File: src/hdl/fcl_pkg.sv
// Package for the field-oriented current loop: payload types, sequencer states,
// register indexes and default parameter values. No dependencies.
package fcl_pkg;

    localparam int PWM_PERIOD_DEF   = 1024;
    localparam int POLE_PAIRS_DEF   = 7;
    localparam int SINE_ENTRIES_DEF = 256;

    localparam int MAC_A_W = 19;
    localparam int MAC_B_W = 18;
    localparam int ACC_W   = 64;

    typedef struct packed {
        logic signed [15:0] current_a;
        logic signed [15:0] current_b;
        logic signed [15:0] current_c;
        logic        [15:0] rotor_angle;
        logic signed [15:0] q_target;
        logic signed [15:0] d_target;
    } in_item_t;

    typedef struct packed {
        logic        [10:0] duty_a;
        logic        [10:0] duty_b;
        logic        [10:0] duty_c;
        logic signed [15:0] d_current;
        logic signed [15:0] q_current;
    } out_item_t;

    // One command to the shared multiply-accumulate unit.
    typedef struct packed {
        logic                      en;
        logic                      load;
        logic                      shift;
        logic signed [MAC_A_W-1:0] a;
        logic signed [MAC_B_W-1:0] b;
    } mac_cmd_t;

    typedef enum logic [7:0] {
        REG_KP_Q           = 8'd0,
        REG_KI_Q           = 8'd1,
        REG_KP_D           = 8'd2,
        REG_KI_D           = 8'd3,
        REG_INTEGRAL_LIMIT = 8'd4,
        REG_VOLTAGE_LIMIT  = 8'd5,
        REG_ANGLE_OFFSET   = 8'd6,
        REG_DUTY_SCALE     = 8'd7
    } cfg_reg_t;

    typedef enum logic [5:0] {
        S_IDLE, S_SIN, S_COS, S_AL, S_BE, S_D0, S_D1, S_Q0, S_Q1, S_QE, S_ERR,
        S_PQ0, S_PQ1, S_PQ2, S_PD0, S_PD1, S_PD2,
        S_VA0, S_VA1, S_VB0, S_VB1, S_XB0, S_XB1, S_XC0, S_XC1,
        S_MM, S_SUM, S_X2, S_DA0, S_DA1, S_DB0, S_DB1, S_DC0, S_DC1, S_DONE
    } state_t;

endpackage

File: src/hdl/fcl_sine_rom.sv
// Quarter-wave sine table with registered signed Q1.15 sine lookup.
// Depends on fcl_pkg.
module fcl_sine_rom import fcl_pkg::*; #(
    parameter int SineEntries = SINE_ENTRIES_DEF
) (
    input  logic                               clk,
    input  logic [$clog2(SineEntries)+1:0]     addr,
    output logic signed [16:0]                 value
);

    localparam int LG = $clog2(SineEntries);
    localparam int PW = LG + 2;

    // Polynomial sine evaluated at elaboration for each table entry.
    function automatic logic [15:0] sine_entry(input int unsigned i);
        logic [63:0] x;
        logic [63:0] x2;
        logic [63:0] t;
        logic [63:0] r;
        x  = (64'd1686629713 * 64'(i)) >> LG;
        x2 = (x * x) >> 30;
        t  = 64'd1073741824;
        t  = 64'd1073741824 - ((x2 * t) >> 30) / 64'd72;
        t  = 64'd1073741824 - ((x2 * t) >> 30) / 64'd42;
        t  = 64'd1073741824 - ((x2 * t) >> 30) / 64'd20;
        t  = 64'd1073741824 - ((x2 * t) >> 30) / 64'd6;
        r  = (((x * t) >> 30) + 64'd16384) >> 15;
        return r[15:0];
    endfunction

    logic [15:0] tbl [SineEntries];

    for (genvar g = 0; g < SineEntries; g++)
    begin : g_tbl
        assign tbl[g] = sine_entry(g);
    end

    logic [1:0]           quad;
    logic [LG-1:0]        rem;
    logic [LG:0]          idx;
    logic signed [16:0]   mag;
    logic signed [16:0]   val;

    always_comb
    begin
        quad = addr[PW-1:PW-2];
        rem  = addr[LG-1:0];
        if (quad[0])
            idx = (LG+1)'(SineEntries) - {1'b0, rem};
        else
            idx = {1'b0, rem};
        if (idx[LG])
            mag = 17'sd32768;
        else
            mag = {1'b0, tbl[idx[LG-1:0]]};
        val = quad[1] ? -mag : mag;
    end

    always_ff @(posedge clk)
    begin
        value <= val;
    end

endmodule

File: src/hdl/fcl_mac.sv
// Shared signed multiply-accumulate unit with an optional 17-bit product shift.
// Depends on fcl_pkg.
module fcl_mac import fcl_pkg::*; (
    input  logic                    clk,
    input  mac_cmd_t                cmd,
    output logic signed [ACC_W-1:0] acc
);

    logic signed [MAC_A_W+MAC_B_W-1:0] prod;
    logic signed [ACC_W-1:0]           term;

    always_comb
    begin
        prod = cmd.a * cmd.b;
        term = ACC_W'(prod);
        if (cmd.shift)
            term = term <<< 17;
    end

    always_ff @(posedge clk)
    begin
        if (cmd.en)
        begin
            if (cmd.load)
                acc <= term;
            else
                acc <= acc + term;
        end
    end

endmodule

File: src/hdl/field_oriented_current_loop.sv
// Top level of the field-oriented current loop: sequencer, datapath registers
// and ports. Depends on fcl_pkg, fcl_sine_rom and fcl_mac.
//
//   Channel | Signals                        | Direction | Content
//   --------+--------------------------------+-----------+-------------------------------
//   in      | in_valid, in_ready, in_data    | input     | phase currents, angle, targets
//   out     | out_valid, out_ready, out_data | output    | three duties, d and q current
//   cfg     | cfg_valid, cfg_ready,          | input     | register index and data
//           | cfg_index, cfg_data            |           |
//
// Each input transaction runs through the sequencer steps S_SIN to S_DONE before its
// result is loaded into the output register; every multiplication of the period but the
// pole-pair scaling of the angle runs through the single multiply-accumulate unit, one
// product per cycle. in_ready is high only while the sequencer is idle. A finished result
// waits in the output register, and a new transaction can be accepted meanwhile; the
// sequencer stalls in its last step only if the previous result is still held. Reset
// returns the sequencer to idle, loads the configuration defaults and clears the
// integrators, the previous errors and out_valid at once; the datapath is not reset.
module field_oriented_current_loop import fcl_pkg::*; #(
    parameter int PWM_PERIOD   = PWM_PERIOD_DEF,
    parameter int POLE_PAIRS   = POLE_PAIRS_DEF,
    parameter int SINE_ENTRIES = SINE_ENTRIES_DEF
) (
    input  logic        clk,
    input  logic        rst_n,
    input  logic        in_valid,
    output logic        in_ready,
    input  in_item_t    in_data,
    output logic        out_valid,
    input  logic        out_ready,
    output out_item_t   out_data,
    input  logic        cfg_valid,
    output logic        cfg_ready,
    input  logic [7:0]  cfg_index,
    input  logic [15:0] cfg_data
);

    localparam int LG = $clog2(SINE_ENTRIES);
    localparam int PW = LG + 2;

    // Configuration registers.
    logic [15:0] kp_q_reg, ki_q_reg, kp_d_reg, ki_d_reg;
    logic [14:0] ilim_reg, vlim_reg;
    logic [15:0] offset_reg, dscale_reg;

    // Sequencer and datapath registers.
    state_t             state_reg, state_next;
    in_item_t           item_reg;
    logic [PW-1:0]      p_reg;
    logic signed [16:0] sn_reg, cs_reg;
    logic signed [15:0] alpha_reg, beta_reg, dm_reg, qm_reg;
    logic signed [16:0] eq_reg, ed_reg, prev_q_reg, prev_d_reg;
    logic signed [15:0] integ_q_reg, integ_d_reg, vq_reg, vd_reg;
    logic signed [17:0] va_reg, vb_reg;
    logic signed [33:0] xb_reg, xc_reg;
    logic signed [34:0] sum_reg;
    logic signed [35:0] x2a_reg, x2b_reg, x2c_reg;
    logic [10:0]        duty_a_reg, duty_b_reg;
    logic               out_valid_reg;
    out_item_t          out_reg;

    mac_cmd_t                cmd;
    logic signed [ACC_W-1:0] acc;
    logic [PW-1:0]           rom_addr;
    logic signed [16:0]      rom_val;

    fcl_sine_rom #(.SineEntries(SINE_ENTRIES)) u_rom (
        .clk   (clk),
        .addr  (rom_addr),
        .value (rom_val)
    );

    fcl_mac u_mac (
        .clk (clk),
        .cmd (cmd),
        .acc (acc)
    );

    function automatic logic signed [ACC_W-1:0] rnd(input logic signed [ACC_W-1:0] v,
                                                      input int s);
        logic signed [ACC_W-1:0] h;
        h = ACC_W'(1) <<< (s - 1);
        return (v + h) >>> s;
    endfunction

    function automatic logic signed [15:0] sat16(input logic signed [ACC_W-1:0] v);
        if (v > 32767)
            return 16'sh7FFF;
        else if (v < -32768)
            return 16'sh8000;
        return v[15:0];
    endfunction

    function automatic logic signed [ACC_W-1:0] clamp_abs(input logic signed [ACC_W-1:0] v,
                                                           input logic [14:0] lim);
        logic signed [ACC_W-1:0] l;
        l = ACC_W'(lim);
        if (v > l)
            return l;
        else if (v < -l)
            return -l;
        return v;
    endfunction

    // Duty from the accumulated scaled midpoint-injected phase value.
    function automatic logic [10:0] to_duty(input logic signed [ACC_W-1:0] v);
        logic signed [ACC_W-1:0] d;
        d = (v >>> 40) + ACC_W'(PWM_PERIOD / 2);
        if (d < 0)
            d = '0;
        else if (d > ACC_W'(PWM_PERIOD))
            d = ACC_W'(PWM_PERIOD);
        return d[10:0];
    endfunction

    assign in_ready  = (state_reg == S_IDLE);
    assign cfg_ready = 1'b1;
    assign out_valid = out_valid_reg;
    assign out_data  = out_reg;

    // Electrical angle, then the table position with a quadrant in its top bits.
    logic [15:0] elec;
    always_comb
    begin
        elec = 16'(32'(in_data.rotor_angle) * 32'(POLE_PAIRS)) - offset_reg;
    end

    // Phase values and midpoint of the extremes.
    logic signed [33:0] xa;
    logic signed [33:0] mx, mn;
    always_comb
    begin
        xa = 34'(va_reg) <<< 15;
        mx = xa;
        if (xb_reg > mx) mx = xb_reg;
        if (xc_reg > mx) mx = xc_reg;
        mn = xa;
        if (xb_reg < mn) mn = xb_reg;
        if (xc_reg < mn) mn = xc_reg;
    end

    // Sequencer: next state and the command for the shared unit.
    always_comb
    begin
        state_next = state_reg;
        cmd        = '0;
        rom_addr   = p_reg;
        unique case (state_reg)
            S_IDLE: if (in_valid) state_next = S_SIN;
            S_SIN:
            begin
                cmd = '{1'b1, 1'b1, 1'b0, 19'(item_reg.current_a), 18'sd21845};
                state_next = S_COS;
            end
            S_COS:
            begin
                rom_addr = p_reg + PW'(SINE_ENTRIES);
                cmd = '{1'b1, 1'b0, 1'b0,
                        19'(item_reg.current_b) + 19'(item_reg.current_c), -18'sd10923};
                state_next = S_AL;
            end
            S_AL:
            begin
                cmd = '{1'b1, 1'b1, 1'b0,
                        19'(item_reg.current_b) - 19'(item_reg.current_c), 18'sd18919};
                state_next = S_BE;
            end
            S_BE: state_next = S_D0;
            S_D0:
            begin
                cmd = '{1'b1, 1'b1, 1'b0, 19'(alpha_reg), 18'(cs_reg)};
                state_next = S_D1;
            end
            S_D1:
            begin
                cmd = '{1'b1, 1'b0, 1'b0, 19'(beta_reg), 18'(sn_reg)};
                state_next = S_Q0;
            end
            S_Q0:
            begin
                cmd = '{1'b1, 1'b1, 1'b0, 19'(beta_reg), 18'(cs_reg)};
                state_next = S_Q1;
            end
            S_Q1:
            begin
                cmd = '{1'b1, 1'b0, 1'b0, -19'(alpha_reg), 18'(sn_reg)};
                state_next = S_QE;
            end
            S_QE:  state_next = S_ERR;
            S_ERR: state_next = S_PQ0;
            S_PQ0:
            begin
                cmd = '{1'b1, 1'b1, 1'b0, 19'(eq_reg) + 19'(prev_q_reg), 18'({1'b0, ki_q_reg})};
                state_next = S_PQ1;
            end
            S_PQ1:
            begin
                cmd = '{1'b1, 1'b1, 1'b0, 19'(eq_reg), 18'({1'b0, kp_q_reg})};
                state_next = S_PQ2;
            end
            S_PQ2: state_next = S_PD0;
            S_PD0:
            begin
                cmd = '{1'b1, 1'b1, 1'b0, 19'(ed_reg) + 19'(prev_d_reg), 18'({1'b0, ki_d_reg})};
                state_next = S_PD1;
            end
            S_PD1:
            begin
                cmd = '{1'b1, 1'b1, 1'b0, 19'(ed_reg), 18'({1'b0, kp_d_reg})};
                state_next = S_PD2;
            end
            S_PD2: state_next = S_VA0;
            S_VA0:
            begin
                cmd = '{1'b1, 1'b1, 1'b0, 19'(vd_reg), 18'(cs_reg)};
                state_next = S_VA1;
            end
            S_VA1:
            begin
                cmd = '{1'b1, 1'b0, 1'b0, -19'(vq_reg), 18'(sn_reg)};
                state_next = S_VB0;
            end
            S_VB0:
            begin
                cmd = '{1'b1, 1'b1, 1'b0, 19'(vd_reg), 18'(sn_reg)};
                state_next = S_VB1;
            end
            S_VB1:
            begin
                cmd = '{1'b1, 1'b0, 1'b0, 19'(vq_reg), 18'(cs_reg)};
                state_next = S_XB0;
            end
            S_XB0:
            begin
                cmd = '{1'b1, 1'b1, 1'b0, 19'(va_reg), -18'sd16384};
                state_next = S_XB1;
            end
            S_XB1:
            begin
                cmd = '{1'b1, 1'b0, 1'b0, 19'(vb_reg), 18'sd28378};
                state_next = S_XC0;
            end
            S_XC0:
            begin
                cmd = '{1'b1, 1'b1, 1'b0, 19'(va_reg), -18'sd16384};
                state_next = S_XC1;
            end
            S_XC1:
            begin
                cmd = '{1'b1, 1'b0, 1'b0, 19'(vb_reg), -18'sd28378};
                state_next = S_MM;
            end
            S_MM:  state_next = S_SUM;
            S_SUM: state_next = S_X2;
            S_X2:  state_next = S_DA0;
            S_DA0:
            begin
                cmd = '{1'b1, 1'b1, 1'b1, x2a_reg[35:17], 18'({1'b0, dscale_reg})};
                state_next = S_DA1;
            end
            S_DA1:
            begin
                cmd = '{1'b1, 1'b0, 1'b0, 19'({1'b0, x2a_reg[16:0]}), 18'({1'b0, dscale_reg})};
                state_next = S_DB0;
            end
            S_DB0:
            begin
                cmd = '{1'b1, 1'b1, 1'b1, x2b_reg[35:17], 18'({1'b0, dscale_reg})};
                state_next = S_DB1;
            end
            S_DB1:
            begin
                cmd = '{1'b1, 1'b0, 1'b0, 19'({1'b0, x2b_reg[16:0]}), 18'({1'b0, dscale_reg})};
                state_next = S_DC0;
            end
            S_DC0:
            begin
                cmd = '{1'b1, 1'b1, 1'b1, x2c_reg[35:17], 18'({1'b0, dscale_reg})};
                state_next = S_DC1;
            end
            S_DC1:
            begin
                cmd = '{1'b1, 1'b0, 1'b0, 19'({1'b0, x2c_reg[16:0]}), 18'({1'b0, dscale_reg})};
                state_next = S_DONE;
            end
            S_DONE: if (!out_valid_reg || out_ready) state_next = S_IDLE;
            default: state_next = S_IDLE;
        endcase
    end

    always_ff @(posedge clk or negedge rst_n)
    begin
        if (!rst_n)
            state_reg <= S_IDLE;
        else
            state_reg <= state_next;
    end

    // Configuration writes.
    always_ff @(posedge clk or negedge rst_n)
    begin
        if (!rst_n)
        begin
            kp_q_reg   <= '0;
            ki_q_reg   <= '0;
            kp_d_reg   <= '0;
            ki_d_reg   <= '0;
            ilim_reg   <= 15'h7FFF;
            vlim_reg   <= 15'h7FFF;
            offset_reg <= '0;
            dscale_reg <= 16'd4096;
        end
        else if (cfg_valid)
        begin
            case (cfg_index)
                REG_KP_Q:           kp_q_reg   <= cfg_data;
                REG_KI_Q:           ki_q_reg   <= cfg_data;
                REG_KP_D:           kp_d_reg   <= cfg_data;
                REG_KI_D:           ki_d_reg   <= cfg_data;
                REG_INTEGRAL_LIMIT: ilim_reg   <= cfg_data[14:0];
                REG_VOLTAGE_LIMIT:  vlim_reg   <= cfg_data[14:0];
                REG_ANGLE_OFFSET:   offset_reg <= cfg_data;
                REG_DUTY_SCALE:     dscale_reg <= cfg_data;
                default: ;
            endcase
        end
    end

    // Regulator state and the output valid flag.
    logic signed [ACC_W-1:0] integ_new;
    always_comb
    begin
        integ_new = '0;
        if (state_reg == S_PQ1)
            integ_new = clamp_abs(ACC_W'(integ_q_reg) + rnd(acc, 9), ilim_reg);
        else
            integ_new = clamp_abs(ACC_W'(integ_d_reg) + rnd(acc, 9), ilim_reg);
    end

    always_ff @(posedge clk or negedge rst_n)
    begin
        if (!rst_n)
        begin
            integ_q_reg   <= '0;
            integ_d_reg   <= '0;
            prev_q_reg    <= '0;
            prev_d_reg    <= '0;
            out_valid_reg <= 1'b0;
        end
        else
        begin
            if (state_reg == S_PQ1) integ_q_reg <= integ_new[15:0];
            if (state_reg == S_PD1) integ_d_reg <= integ_new[15:0];
            if (state_reg == S_PQ2) prev_q_reg <= eq_reg;
            if (state_reg == S_PD2) prev_d_reg <= ed_reg;
            if (state_reg == S_DONE && (!out_valid_reg || out_ready))
                out_valid_reg <= 1'b1;
            else if (out_ready)
                out_valid_reg <= 1'b0;
        end
    end

    // Datapath payload registers, loaded by sequencer step.
    always_ff @(posedge clk)
    begin
        case (state_reg)
            S_IDLE:
            begin
                item_reg <= in_data;
                p_reg    <= elec[15 -: PW];
            end
            S_COS: sn_reg <= rom_val;
            S_AL:
            begin
                cs_reg    <= rom_val;
                alpha_reg <= sat16(rnd(acc, 15));
            end
            S_BE:  beta_reg <= sat16(rnd(acc, 15));
            S_Q0:  dm_reg   <= sat16(rnd(acc, 15));
            S_QE:  qm_reg   <= sat16(rnd(acc, 15));
            S_ERR:
            begin
                eq_reg <= 17'(item_reg.q_target) - 17'(qm_reg);
                ed_reg <= 17'(item_reg.d_target) - 17'(dm_reg);
            end
            S_PQ2:
            begin
                vq_reg <= 16'(clamp_abs(rnd(acc, 8) + ACC_W'(integ_q_reg), vlim_reg));
            end
            S_PD2:
            begin
                vd_reg <= 16'(clamp_abs(rnd(acc, 8) + ACC_W'(integ_d_reg), vlim_reg));
            end
            S_VB0: va_reg  <= 18'(rnd(acc, 15));
            S_XB0: vb_reg  <= 18'(rnd(acc, 15));
            S_XC0: xb_reg  <= acc[33:0];
            S_MM:  xc_reg  <= acc[33:0];
            S_SUM: sum_reg <= 35'(mx) + 35'(mn);
            S_X2:
            begin
                x2a_reg <= (36'(xa) <<< 1) - 36'(sum_reg);
                x2b_reg <= (36'(xb_reg) <<< 1) - 36'(sum_reg);
                x2c_reg <= (36'(xc_reg) <<< 1) - 36'(sum_reg);
            end
            S_DB0: duty_a_reg <= to_duty(acc);
            S_DC0: duty_b_reg <= to_duty(acc);
            S_DONE:
            begin
                if (!out_valid_reg || out_ready)
                begin
                    out_reg.duty_a    <= duty_a_reg;
                    out_reg.duty_b    <= duty_b_reg;
                    out_reg.duty_c    <= to_duty(acc);
                    out_reg.d_current <= dm_reg;
                    out_reg.q_current <= qm_reg;
                end
            end
            default: ;
        endcase
    end

endmodule
File: config.mk
export PLATFORM = sky130hd
export DESIGN_NAME = field_oriented_current_loop
export DESIGN_NICKNAME = d
export VERILOG_FILES = /design/src/hdl/fcl_pkg.sv /design/src/hdl/fcl_sine_rom.sv /design/src/hdl/fcl_mac.sv /design/src/hdl/field_oriented_current_loop.sv
export SDC_FILE = /design/constraint.sdc
export NUM_CORES = 2
export LEC_CHECK = 0
export ABC_AREA = 1
export BUFFER_PORTS_ARGS = -buffer_cell sky130_fd_sc_hd__buf_2
export CAP_MARGIN = 20
export CORE_MARGIN = 2
export CORE_UTILIZATION = 40
export CTS_BUF_LIST = sky130_fd_sc_hd__clkbuf_8
export DETAILED_ROUTE_END_ITERATION = 8
export PLACE_DENSITY_LB_ADDON = 0.1
export SETUP_SLACK_MARGIN = 0.4
export SKIP_CTS_REPAIR_TIMING = 1
export SYNTH_ARGS = -nofsm -noshare
export SYNTH_HDL_FRONTEND = slang
export SYNTH_SLANG_ARGS = --single-unit
File: constraint.sdc
create_clock -name clk -period 15.5 [get_ports clk]
set_input_delay 0.775 -clock clk [delete_from_list [all_inputs] [get_ports clk]]
set_output_delay 0.775 -clock clk [all_outputs]
set_load 0.05 [all_outputs]
==> results.md <==
- Run status: finished, final reports clean
- Leading post-synthesis cells by cell area: sky130_fd_sc_hd__edfxtp_1, sky130_fd_sc_hd__nand2_1, sky130_fd_sc_hd__ha_1
- RSZ-0062 raised after global routing: no
- Share of the yosys chip area belonging to registers: 0.249
- Net count of the mapped netlist: 15731
- Maxcap violations: 0
- Wire length of the first global-routing pass: 642000 um
- Synth warnings: 0
- Final net count: 16075
- Maximum operating frequency: 71.9 MHz
- Flip-flop cell with the highest count after synthesis: sky130_fd_sc_hd__edfxtp_1
- Worst Skew: 0.0829 ns
- Netlist cell types: 84
- Congestion Overflow GR: 0
- Final routed wire length divided by cell count: 24.8 um
- Die Height: 504 um
- Total Wirelength: 446000 um
- Fin crit period: 13.91 ns
- WS Path Type: reg2reg
- Boundary pin count: 193
- Count of endpoints failing setup in the final report: 0
- Worst slew margin relative to its limit: 0.146
- Data arrival time of the worst path: 14.59 ns
- Detailed Route Iter0 Violations: 9620
- Longest individual stage delay on the worst path: 0.91 ns
- Number of H-tree levels: 4
- Via density per instance: 5.48
- Req. time, crit path: 16.18 ns
- Area of the placeable core: 0.249 mm2
- Initial cell density of the core: 0.402
- Cts bufs inserted: 166
- Setup Total Neg Slack: 0 ns
- Count of nets left with antenna violations after detail routing: 0
- Detailed-route DRC error count: 0
- Total track usage: 0.341
- Clock Sink Count: 866
- Register bit count reported by yosys: 866
- Count of mapped cells out of synthesis: 14181
- Worst hold path class: in2reg
- Cell at the slowest stage of the critical path: sky130_fd_sc_hd__xor2_1
- Syn Std Cell Area: 0.100 mm2
- Root buffer cell: sky130_fd_sc_hd__clkbuf_8
- Fraction of layout instances using a drive strength above 1: 0.0564
- Post-synth top cells: sky130_fd_sc_hd__nand2_1, sky130_fd_sc_hd__inv_1, sky130_fd_sc_hd__nor2_1
- Clock slew seen by the registers of the worst setup and hold paths: 0.06 ns
- Ys async rst share: 0.230
- Global placer's final weighted congestion: 1.04
- Post-synth EDFFs: 650
- Syn-to-layout area delta: 10.0%
- Total via count in the routed design: 98669
- Total half-perimeter wirelength after legalization and detailed placement: 369000 um
- Largest register FFs: 80
- Initial antenna violation count: 26
- Measured slew at the worst slew-check pin: 1.28 ns
- Area share of the largest cell type after synthesis: 0.195
- Input/output buffers: 191
- Clock insertion delay at the later pin of the skew report: 0.99 ns
- Via count of the first global-routing pass: 94839
- Slew Viols, Final: 0
- Final hold vios: 0
- Type of destination of the critical path: register
- Largest net degree at the start of global routing: 82
- Post-route fraction of the period consumed by the critical path: 0.898
- Area of the die: 0.254 mm2
- Row count: 183
- Most frequent cell after synthesis: sky130_fd_sc_hd__nand2_1
- Clock tree from TritonCTS: built
- Cell accounting for the most synthesized area: sky130_fd_sc_hd__edfxtp_1
- Cell repeated most along the worst path: sky130_fd_sc_hd__inv_1
- Critical path fanouts, max: 35
- Avg Cell Area, Syn: 7.06 um2
- Critical path startpoint category: register
- Horizontal extent of the die: 504 um
- Clock Path Buffers: 3
- First-pass detailed-route iteration total: 8
==> routing by layer <==
metal / vias up / share of wire / track usage
met5: - / 0.000029 / 0
met4: 2 / 0.060 / 0.174
met3: 855 / 0.065 / 0.0426
met2: 3753 / 0.45 / 0.556
met1: 46732 / 0.42 / 0.444
li1: 47327 / - / -
==> worst max-delay path: cells and delay by family, from the launching register on <==
| kind | cells | cell delay, ns |
|---|---|---|
| AO/OA/AOI/OAI | 11 | 2.96 |
| XOR/XNOR | 2 | 1.06 |
| adder cells (fa/ha/maj) | 8 | 3.87 |
| buffers and inverters | 13 | 2.30 |
| flip-flops | 1 | 0.41 |
| AND/OR/NAND/NOR | 17 | 2.99 |
==> worst paths after layout <==
path	start	end	slack, ns	cells past startpoint
min in group asynchronous	rst_n	prev_q_reg[13]	0.37	2
max reg2reg	state_reg[5]	u_mac.acc[58]	1.59	51
min	in_valid	state_reg[0]	0.13	3
min reg2reg	duty_b_reg[6]	out_data[49]	0.42	0
max	state_reg[5]	u_mac.acc[58]	1.59	51
max in group asynchronous	rst_n	integ_q_reg[15]	13.60	3
==> per-stage QoR <==
step           instances  area (um2)  setup slack (ns)  hold WS [ns]  utilization
4_1_cts            17900      109000              1.75        -0.273        0.439
2_1_floorplan      14181      100000              4.59         0.400            -
5_1_grt            17995      110000              1.04         0.108        0.443
3_5_place_dp       17599      106000              1.83         0.405        0.424
6_report           17999      110000              1.59         0.129        0.443
3_3_place_gp       17597      105000              1.79         0.400        0.424
==> cells by family (layout without fill, tap and decap cells) <==
kind of cell,count (synthesis),count (layout),share of synthesized area
fa+ha+maj,1425,1425,0.207
simple gates,6400,6400,0.268
buf+inv,2633,3110,0.101
flops,866,866,0.249
other cells,1,12,0.0000375
mux,1,1,0.000100
compound gates,2358,2358,0.132
xor+xnor,497,497,0.0436
==> cells in the final DEF (no fill, tap or decap), types with 36 or more instances in the layout <==
cell	n
sky130_fd_sc_hd__nand3_1	783
sky130_fd_sc_hd__buf_4	165
sky130_fd_sc_hd__nor2_1	1382
sky130_fd_sc_hd__a31oi_1	71
sky130_fd_sc_hd__xor2_1	384
sky130_fd_sc_hd__xnor2_1	111
sky130_fd_sc_hd__edfxtp_1	650
sky130_fd_sc_hd__o21a_1	41
sky130_fd_sc_hd__nand2_1	3555
sky130_fd_sc_hd__a21oi_1	1006
sky130_fd_sc_hd__clkbuf_8	173
sky130_fd_sc_hd__o21ai_1	48
sky130_fd_sc_hd__a221oi_1	48
sky130_fd_sc_hd__nand3b_1	60
sky130_fd_sc_hd__o211ai_1	44
sky130_fd_sc_hd__nor3_1	173
sky130_fd_sc_hd__buf_2	190
sky130_fd_sc_hd__inv_1	2355
sky130_fd_sc_hd__clkinv_1	42
sky130_fd_sc_hd__dfrtp_1	166
sky130_fd_sc_hd__nand4_1	219
sky130_fd_sc_hd__nor4_1	57
sky130_fd_sc_hd__fa_1	380
sky130_fd_sc_hd__o21ai_0	820
sky130_fd_sc_hd__dlygate4sd3_1	82
sky130_fd_sc_hd__a211oi_1	36
sky130_fd_sc_hd__ha_1	1045
==> final cells by class <==
| class | count | area (um2) |
|---|---|---|
| clock buffers | 173 | 2380 |
| flip-flops and latches | 866 | 24900 |
| inverters | 2363 | 8880 |
| well taps | 3330 | 4170 |
| multi-input cells | 10682 | 65300 |
| repair buffers | 446 | 3220 |
| clock inverters | 128 | 1210 |
| fillers | 26654 | 139000 |
| diodes | 11 | 27.5 |
Power is not shown: default switching activity piles up to over one toggle a cycle in this logic, so the estimate is an artifact.
